==> src/design/arpc_pkg.sv <==
// shared widths, opcodes and status codes of the arp cache
package arpc_pkg;

   localparam int IP_W     = 32;
   localparam int MAC_W    = 48;
   localparam int STATUS_W = 3;
   localparam int IDX_OUT_W = 3;
   localparam int WORD_W   = IP_W + MAC_W;

   typedef enum logic {
      OP_LOOKUP = 1'b0,
      OP_LEARN  = 1'b1
   } opcode_type;

   typedef enum logic [STATUS_W-1:0] {
      STATUS_HIT       = 3'd0,
      STATUS_MISS      = 3'd1,
      STATUS_REFRESHED = 3'd2,
      STATUS_INSERTED  = 3'd3,
      STATUS_DROPPED   = 3'd4
   } status_type;

endpackage

==> src/design/arp_cache_learn_lookup_top.sv <==
// top level of the arp cache: table memory plus scan sequencer
//
// A fully associative cache of ENTRIES bindings from IPv4 address to MAC.
// Request channel (req_): valid/stall, one beat carries opcode (lookup or
// learn), ip_address and mac_address. Response channel (rsp_): valid/stall,
// one beat per request with status, mac_found and entry_index.
// Each request scans the table memory one entry per cycle through its single
// read port, then writes back on a refresh or insert. The memory scan sets
// the pace at which requests are taken. Requests are handled one at a time,
// req_stall is high while one is in flight.
// The response sits in an output register; a new request is accepted while
// it waits, and a stalled response holds its beat until taken, which holds
// the next request at its final step.
// Reset clears all valid bits at once, so the table is empty on the first
// cycle after reset; no clearing pass is needed.
module arp_cache_learn_lookup_top #(
   parameter int ENTRIES = 8
) (
   input  logic                           clock,
   input  logic                           reset,
   input  logic                           req_valid,
   output logic                           req_stall,
   input  logic                           req_opcode,
   input  logic [arpc_pkg::IP_W-1:0]      req_ip_address,
   input  logic [arpc_pkg::MAC_W-1:0]     req_mac_address,
   output logic                           rsp_valid,
   input  logic                           rsp_stall,
   output logic [arpc_pkg::STATUS_W-1:0]  rsp_status,
   output logic [arpc_pkg::MAC_W-1:0]     rsp_mac_found,
   output logic [arpc_pkg::IDX_OUT_W-1:0] rsp_entry_index
);
   import arpc_pkg::*;

   localparam int IDX_W = (ENTRIES > 1) ? $clog2(ENTRIES) : 1;

   logic              ram_rd_en;
   logic [IDX_W-1:0]  ram_rd_addr;
   logic [WORD_W-1:0] ram_rd_data;
   logic              ram_wr_en;
   logic [IDX_W-1:0]  ram_wr_addr;
   logic [WORD_W-1:0] ram_wr_data;

   // each word holds {ip, mac}
   arpc_ram #(
      .WIDTH (WORD_W),
      .DEPTH (ENTRIES)
   ) u_table (
      .clock   (clock),
      .wr_en   (ram_wr_en),
      .wr_addr (ram_wr_addr),
      .wr_data (ram_wr_data),
      .rd_en   (ram_rd_en),
      .rd_addr (ram_rd_addr),
      .rd_data (ram_rd_data)
   );

   arpc_ctrl #(
      .ENTRIES (ENTRIES)
   ) u_ctrl (
      .clock           (clock),
      .reset           (reset),
      .req_valid       (req_valid),
      .req_stall       (req_stall),
      .req_opcode      (req_opcode),
      .req_ip_address  (req_ip_address),
      .req_mac_address (req_mac_address),
      .rsp_valid       (rsp_valid),
      .rsp_stall       (rsp_stall),
      .rsp_status      (rsp_status),
      .rsp_mac_found   (rsp_mac_found),
      .rsp_entry_index (rsp_entry_index),
      .ram_rd_en       (ram_rd_en),
      .ram_rd_addr     (ram_rd_addr),
      .ram_rd_data     (ram_rd_data),
      .ram_wr_en       (ram_wr_en),
      .ram_wr_addr     (ram_wr_addr),
      .ram_wr_data     (ram_wr_data)
   );

endmodule

==> src/design/arpc_ram.sv <==
// generic single-port-write, single-port-read ram with registered read data
module arpc_ram #(
   parameter int WIDTH = 80,
   parameter int DEPTH = 8
) (
   input  logic                                    clock,
   input  logic                                    wr_en,
   input  logic [(DEPTH > 1 ? $clog2(DEPTH) : 1)-1:0] wr_addr,
   input  logic [WIDTH-1:0]                        wr_data,
   input  logic                                    rd_en,
   input  logic [(DEPTH > 1 ? $clog2(DEPTH) : 1)-1:0] rd_addr,
   output logic [WIDTH-1:0]                        rd_data
);

   logic [WIDTH-1:0] mem_ff [DEPTH];
   logic [WIDTH-1:0] rd_data_ff;

   always_ff @(posedge clock) begin
      if (wr_en) begin
         mem_ff[wr_addr] <= wr_data;
      end
      if (rd_en) begin
         rd_data_ff <= mem_ff[rd_addr];
      end
   end

   assign rd_data = rd_data_ff;

endmodule

==> src/design/arpc_ctrl.sv <==
// sequencer: scans the table memory, keeps valid bits, writes back and drives results
module arpc_ctrl #(
   parameter int ENTRIES = 8
) (
   input  logic                                         clock,
   input  logic                                         reset,
   input  logic                                         req_valid,
   output logic                                         req_stall,
   input  logic                                         req_opcode,
   input  logic [arpc_pkg::IP_W-1:0]                    req_ip_address,
   input  logic [arpc_pkg::MAC_W-1:0]                   req_mac_address,
   output logic                                         rsp_valid,
   input  logic                                         rsp_stall,
   output logic [arpc_pkg::STATUS_W-1:0]                rsp_status,
   output logic [arpc_pkg::MAC_W-1:0]                   rsp_mac_found,
   output logic [arpc_pkg::IDX_OUT_W-1:0]               rsp_entry_index,
   output logic                                         ram_rd_en,
   output logic [(ENTRIES > 1 ? $clog2(ENTRIES) : 1)-1:0] ram_rd_addr,
   input  logic [arpc_pkg::WORD_W-1:0]                  ram_rd_data,
   output logic                                         ram_wr_en,
   output logic [(ENTRIES > 1 ? $clog2(ENTRIES) : 1)-1:0] ram_wr_addr,
   output logic [arpc_pkg::WORD_W-1:0]                  ram_wr_data
);
   import arpc_pkg::*;

   localparam int IDX_W = (ENTRIES > 1) ? $clog2(ENTRIES) : 1;
   localparam logic [IDX_W-1:0] LAST_IDX = IDX_W'(ENTRIES - 1);

   typedef enum logic [1:0] {
      ST_IDLE,
      ST_SCAN,
      ST_DRAIN,
      ST_FINISH
   } state_type;

   state_type state_ff, state_in;

   logic [IDX_W-1:0]    cnt_ff, cnt_in;
   logic                rd_pend_ff, rd_pend_in;
   logic [IDX_W-1:0]    rd_idx_ff, rd_idx_in;
   logic                hit_ff, hit_in;
   logic [IDX_W-1:0]    hit_idx_ff, hit_idx_in;
   logic [MAC_W-1:0]    hit_mac_ff, hit_mac_in;
   logic                free_ff, free_in;
   logic [IDX_W-1:0]    free_idx_ff, free_idx_in;
   logic [ENTRIES-1:0]  valid_ff, valid_in;

   logic                op_ff;
   logic [IP_W-1:0]     ip_ff;
   logic [MAC_W-1:0]    mac_ff;

   logic                rsp_valid_ff, rsp_valid_in;
   status_type          rsp_status_ff, rsp_status_in;
   logic [MAC_W-1:0]    rsp_mac_ff, rsp_mac_in;
   logic [IDX_OUT_W-1:0] rsp_idx_ff, rsp_idx_in;

   logic                accept;
   logic                out_free;
   logic [IP_W-1:0]     ent_ip;
   logic [MAC_W-1:0]    ent_mac;
   logic                ent_valid;
   logic [IDX_W-1:0]    res_idx;
   logic [IDX_W+IDX_OUT_W-1:0] res_idx_ext;

   assign req_stall = (state_ff != ST_IDLE);
   assign accept    = req_valid && !req_stall;
   assign out_free  = !rsp_valid_ff || !rsp_stall;

   assign ent_ip    = ram_rd_data[WORD_W-1:MAC_W];
   assign ent_mac   = ram_rd_data[MAC_W-1:0];
   assign ent_valid = valid_ff[rd_idx_ff];

   assign ram_rd_en   = accept || (state_ff == ST_SCAN);
   assign ram_rd_addr = (state_ff == ST_SCAN) ? cnt_ff : '0;

   // result index is the low bits of the entry number
   assign res_idx_ext = {{IDX_OUT_W{1'b0}}, res_idx};

   always_comb begin
      state_in      = state_ff;
      cnt_in        = cnt_ff;
      rd_pend_in    = 1'b0;
      rd_idx_in     = rd_idx_ff;
      hit_in        = hit_ff;
      hit_idx_in    = hit_idx_ff;
      hit_mac_in    = hit_mac_ff;
      free_in       = free_ff;
      free_idx_in   = free_idx_ff;
      valid_in      = valid_ff;
      rsp_valid_in  = rsp_valid_ff && rsp_stall;
      rsp_status_in = rsp_status_ff;
      rsp_mac_in    = rsp_mac_ff;
      rsp_idx_in    = rsp_idx_ff;
      ram_wr_en     = 1'b0;
      ram_wr_addr   = hit_idx_ff;
      ram_wr_data   = {ip_ff, mac_ff};
      res_idx       = '0;

      // compare the entry read last cycle; lowest match and lowest hole win
      if (rd_pend_ff) begin
         if (ent_valid && (ent_ip == ip_ff) && !hit_ff) begin
            hit_in     = 1'b1;
            hit_idx_in = rd_idx_ff;
            hit_mac_in = ent_mac;
         end
         if (!ent_valid && !free_ff) begin
            free_in     = 1'b1;
            free_idx_in = rd_idx_ff;
         end
      end

      unique case (state_ff)
         ST_IDLE: begin
            if (accept) begin
               hit_in     = 1'b0;
               free_in    = 1'b0;
               rd_pend_in = 1'b1;
               rd_idx_in  = '0;
               cnt_in     = IDX_W'(1);
               state_in   = (ENTRIES == 1) ? ST_DRAIN : ST_SCAN;
            end
         end
         ST_SCAN: begin
            rd_pend_in = 1'b1;
            rd_idx_in  = cnt_ff;
            cnt_in     = cnt_ff + IDX_W'(1);
            if (cnt_ff == LAST_IDX) begin
               state_in = ST_DRAIN;
            end
         end
         ST_DRAIN: begin
            state_in = ST_FINISH;
         end
         ST_FINISH: begin
            if (out_free) begin
               rsp_valid_in = 1'b1;
               rsp_mac_in   = '0;
               state_in     = ST_IDLE;
               if (op_ff == OP_LOOKUP) begin
                  if (hit_ff) begin
                     rsp_status_in = STATUS_HIT;
                     rsp_mac_in    = hit_mac_ff;
                     res_idx       = hit_idx_ff;
                  end else begin
                     rsp_status_in = STATUS_MISS;
                  end
               end else if (hit_ff) begin
                  rsp_status_in = STATUS_REFRESHED;
                  res_idx       = hit_idx_ff;
                  ram_wr_en     = 1'b1;
                  ram_wr_addr   = hit_idx_ff;
               end else if (free_ff) begin
                  rsp_status_in         = STATUS_INSERTED;
                  res_idx               = free_idx_ff;
                  ram_wr_en             = 1'b1;
                  ram_wr_addr           = free_idx_ff;
                  valid_in[free_idx_ff] = 1'b1;
               end else begin
                  rsp_status_in = STATUS_DROPPED;
               end
               rsp_idx_in = res_idx_ext[IDX_OUT_W-1:0];
            end
         end
         default: begin
            state_in = ST_IDLE;
         end
      endcase
   end

   always_ff @(posedge clock) begin
      if (reset) begin
         state_ff      <= ST_IDLE;
         rd_pend_ff    <= 1'b0;
         hit_ff        <= 1'b0;
         free_ff       <= 1'b0;
         valid_ff      <= '0;
         rsp_valid_ff  <= 1'b0;
         cnt_ff        <= '0;
         rd_idx_ff     <= '0;
         rsp_status_ff <= STATUS_MISS;
         rsp_mac_ff    <= '0;
         rsp_idx_ff    <= '0;
      end else begin
         state_ff      <= state_in;
         rd_pend_ff    <= rd_pend_in;
         hit_ff        <= hit_in;
         free_ff       <= free_in;
         valid_ff      <= valid_in;
         rsp_valid_ff  <= rsp_valid_in;
         cnt_ff        <= cnt_in;
         rd_idx_ff     <= rd_idx_in;
         rsp_status_ff <= rsp_status_in;
         rsp_mac_ff    <= rsp_mac_in;
         rsp_idx_ff    <= rsp_idx_in;
      end
   end

   // request payload and scan results
   always_ff @(posedge clock) begin
      if (accept) begin
         op_ff  <= req_opcode;
         ip_ff  <= req_ip_address;
         mac_ff <= req_mac_address;
      end
      hit_idx_ff  <= hit_idx_in;
      hit_mac_ff  <= hit_mac_in;
      free_idx_ff <= free_idx_in;
   end

   assign rsp_valid       = rsp_valid_ff;
   assign rsp_status      = rsp_status_ff;
   assign rsp_mac_found   = rsp_mac_ff;
   assign rsp_entry_index = rsp_idx_ff;

endmodule
==> config.mk <==
export PLATFORM = sky130hd
export DESIGN_NAME = arp_cache_learn_lookup_top
export DESIGN_NICKNAME = d
export VERILOG_FILES = /design/src/design/arpc_pkg.sv /design/src/design/arp_cache_learn_lookup_top.sv /design/src/design/arpc_ram.sv /design/src/design/arpc_ctrl.sv
export SDC_FILE = /design/constraint.sdc
export NUM_CORES = 1
export LEC_CHECK = 0
export BUFFER_PORTS_ARGS = -buffer_cell sky130_fd_sc_hd__buf_2
export CORE_ASPECT_RATIO = 0.9
export CORE_UTILIZATION = 30
export CTS_BUF_LIST = sky130_fd_sc_hd__clkbuf_4
export DETAILED_ROUTE_END_ITERATION = 6
export PLACE_DENSITY_LB_ADDON = 0.12
export SYNTH_ARGS = -nofsm -noshare
export SYNTH_HDL_FRONTEND = slang
export SYNTH_HIERARCHICAL = 1
export SYNTH_SLANG_ARGS = --single-unit
==> constraint.sdc <==
create_clock -name clock -period 21.7 [get_ports clock]
set_input_delay 4.34 -clock clock [delete_from_list [all_inputs] [get_ports clock]]
set_output_delay 4.34 -clock clock [all_outputs]
set_load 0.02 [all_outputs]
==> reports/qor.csv <==
stage;metric;value;unit
route;# DRC;2;
die;Die W;356;um
timing;Fmax;144;MHz
worst_setup_path;delay-heaviest family, CP;buffers and inverters;
synth;post-synth top area share;75.9;%
synth;adder and majority cell fraction of the synthesized area;0.222;%
worst_setup_path;crit-path cells;buf_2 -> a21bo_2 -> buf_4 -> nor4_2 -> a21o_1 -> nand2_1 -> nor2_4 -> buf_4 -> buf_4;
synth;Post-synth EDFFs;855;
worst_setup_path;r2r worst-path depth;7;
timing;Slew Limit Fails;0;
worst_setup_path;CP Depth;9;
clock_tree;CTS Hold Bufs;0;
power_and_ir_drop;Peak VDD IR;0.0000527;V
route;detailed-route via count;16400;
finish;ratio of cells with drive above 1 in the final layout;39.4;%
die;die area;114000;sq um
clock_tree;H-Tree Depth;4;
power_and_ir_drop;static leakage;12.8;nW
finish;fin area;39700;sq um
run;max-cap violations;0;
synth;Synth Area in Compound Gates;1.30;%
power_and_ir_drop;PD cells;106;nW/um^2
worst_hold_path;Hold Crit Class;reg -> reg;
synth;async set-reset flop share out of synthesis;0;%
worst_setup_path;CP peak stage delay;0.77;ns
synth;synth warn;6;
worst_hold_path;hold depth;0;
clock_tree;CTS resizes;0;
clock_tree;Setup Buffers After CTS;0;
die;Die Y;321;um
synth;FF+latch count, synth;929;
route;WL per Instance;21.9;um
placement;hpwl dp;42100;um
clock_tree;CTS Buffer Depth;3;
route;detailed-route vias per instance;4.58;
worst_setup_path;kind of critical path;in -> reg;
global_routing;first-pass GRT wire length;115000;um
synth;leading post-synthesis cells by cell area;edfxtp_1 76%, mux4_2 11%, dfxtp_1 4.4%, mux2_2 2.7%, a21oi_1 0.87%;
timing;Worst Tran Pin Value;1.08;ns
worst_setup_path;Slowest-stage cell, CP;buf_4;
synth;main combinational cell family by area after synthesis;multiplexers;
timing;Period minus WS final;6.97;ns
synth;sequential area share after synthesis;80.2;%
synth;predominant post-synthesis flop cell;edfxtp_1;
global_routing;pin count of the biggest net entering global routing;103;
global_routing;gr ovfl total;0;
worst_setup_path;Crit path top cell by count;buf_4;
finish;fin nets;1989;
worst_setup_path;Crit. End Element;flip-flop;
worst_setup_path;WP buf/inv;4;
power_and_ir_drop;post-layout power;4.20;mW
clock_tree;CTS tree;built;
timing;# setup viols final;0;
synth;syn_nets;1647;
route;number of DRC markers in iteration 0;1016;
die;I/O Pins;141;
outcome;status;complete, but fails checks;
worst_setup_path;CP Max Fanout;60;
finish;final core utilization;35.6;%
synth;Cell variety after synth;42;
placement;# port buffers;140;
worst_setup_path;Worst Setup Start Kind;primary input;
timing;Final Hold Fails;0;
placement;placed cells;3130;
worst_setup_path;WP data arrival;7.65;ns
placement;Post-DP Area;36300;sq um
timing;RSZ-0062 raised after global routing;false;
synth;leading area contributor after synthesis;edfxtp_1;
route;Post-Route WL;78400;um
finish;area delta synth->final;17.2;%
clock_tree;Root Driver;clkbuf_4;
clock_tree;clock transition at the registers of the reported paths;0.06;ns
timing;Setup Skew;0.0877;ns
global_routing;initial antenna violation count;2;
finish;Layout Cells excl Fill;3585;
synth;Post-Synth Simple-Gate Area;2.70;%
timing;post-route clock period utilization;32.1;%
clock_tree;Clock Sink Count;929;
global_routing;overall routing resource usage;14.0;%
synth;Synth Cell Area;33800;sq um
synth;top-count cell post-synth;edfxtp_1;
route;DR pass1 iterations;7;
global_routing;number of global-route vias before repair;17800;
clock_tree;Clock Latency Late Sink;1.10;ns
timing;setup TNS;0;ns
die;core footprint;111000;sq um
synth;Mapped Avg Cell Area;21.7;sq um
clock_tree;cts bufs inserted;241;
synth;Post-Synth XOR/XNOR Area;0.828;%
synth;Commonest cells post-synth;855 x edfxtp_1, 160 x mux4_2, 81 x mux2_2, 74 x dfxtp_1, 61 x nand2_1;
outcome;failing checks;DRC;
placement;gpl congestion;0.709;
die;Rows;116;
worst_setup_path;CP required;22.38;ns
die;initial core utilization;30.4;%
route;Routed Antenna Nets;0;
synth;post-synthesis mux area share;13.5;%
synth;cells after synthesis;1556;
timing;Slew HR;27.8;%
-- worst register-to-register path: cells and delay by family (launching register included) --
kind,cells,cell delay (ns)
adder cells (fa/ha/maj),1,0.29
buffers and inverters,3,1.81
flip-flops,1,0.34
multiplexers,2,0.77
AND/OR/NAND/NOR,1,0.87
-- cell usage in the layout, fill, tap and decap left out, types with 3 or more instances in the layout --
cell and n:
clkbuf_4 375, a21oi_1 59, buf_4 29, nor2_4 6, nor3_1 4, nand3_1 54
bufinv_16 6, xor2_1 31, dfxtp_1 74, edfxtp_1 855, buf_2 140, and2_4 4
a211oi_1 3, nor2_1 21, mux2_2 81, mux4_2 160, diode_2 4, a31oi_1 4
clkinv_2 9, nand2b_1 6, ha_1 6, nor4_1 14, inv_1 6, a22oi_1 5
clkinv_1 52, nand2_1 61, nand4_1 4, nor2b_1 4
-- metal layers --
metal  vias to the layer above  wire, um  track usage, %
met5                         -         0               0
li1                       7231         -               -
met2                       432     37000            21.8
met4                         0      1540            4.99
met1                      8599     35700            18.7
met3                       142      4230            3.66
-- state kept, by name, summed over array words and instances, names as in the netlist --
register                flops
u_ctrl/hit_mac_ff          48
u_ctrl/rd_idx_ff            3
u_ctrl/rsp_valid            1
u_ctrl/rsp_status           3
u_ctrl/cnt_ff               3
u_ctrl/rsp_entry_index      3
u_ctrl/valid_ff             8
u_ctrl/hit_ff               1
u_ctrl/ip_ff               32
u_ctrl/hit_idx_ff           3
u_ctrl/mac_ff              48
u_table/rd_data            80
u_ctrl/state_ff             2
u_table/mem_ff            640
u_ctrl/rsp_mac_found       48
u_ctrl/op_ff                1
u_ctrl/rd_pend_ff           1
u_ctrl/free_ff              1
u_ctrl/free_idx_ff          3
-- through the flow --
stage / worst slack (ns) / hold slack (ns)
floorplan: 10.41 / 0.400
global placement: 13.70 / 0.402
detailed placement: 13.61 / 0.405
CTS: 14.86 / 0.405
global route: 14.70 / 0.425
finish: 14.73 / 0.400
-- power by group --
part	internal (mW)	total [mW]	switching (mW)	leakage (nW)
combinational	0.117	0.333	0.216	2.41
sequential	2.18	2.30	0.119	8.38
clock	0.857	1.57	0.715	1.96
-- final cells by class --
class                   instances  area, sq um
diodes                          4         10.0
clock buffers                 375         2820
clock inverters                76          492
fillers                     10500        71800
inverters                       6         22.5
multi-input cells             550         6380
flip-flops and latches        929        27200
well taps                    1475         1850
repair buffers                170          938
-- cells by family (layout without fill, tap and decap cells) --
| logic type | after synthesis | after routing |
|---|---|---|
| AO/OA/AOI/OAI | 78 | 78 |
| XOR/XNOR | 32 | 32 |
| adder cells (fa/ha/maj) | 6 | 6 |
| buffers and inverters | 77 | 627 |
| flip-flops | 929 | 929 |
| multiplexers | 244 | 244 |
| other | 0 | 4 |
| AND/OR/NAND/NOR | 190 | 190 |
-- path summary, 6_finish.rpt --
path	slack, ns	startpoint	endpoint
worst max-delay path	14.73	rsp_stall	u_table/mem_ff[3][47]$_DFFE_PP_
worst min-delay path	0.40	u_table/rd_data[38]$_DFFE_PP_	u_ctrl/hit_mac_ff[38]$_DFFE_PP_
worst max register to register	17.37	u_ctrl/state_ff[1]$_SDFFE_PP0P_	u_table/rd_data[27]$_DFFE_PP_
worst min register to register	0.40	u_table/rd_data[38]$_DFFE_PP_	u_ctrl/hit_mac_ff[38]$_DFFE_PP_
Note: power is estimated with default switching activity, not from simulation.
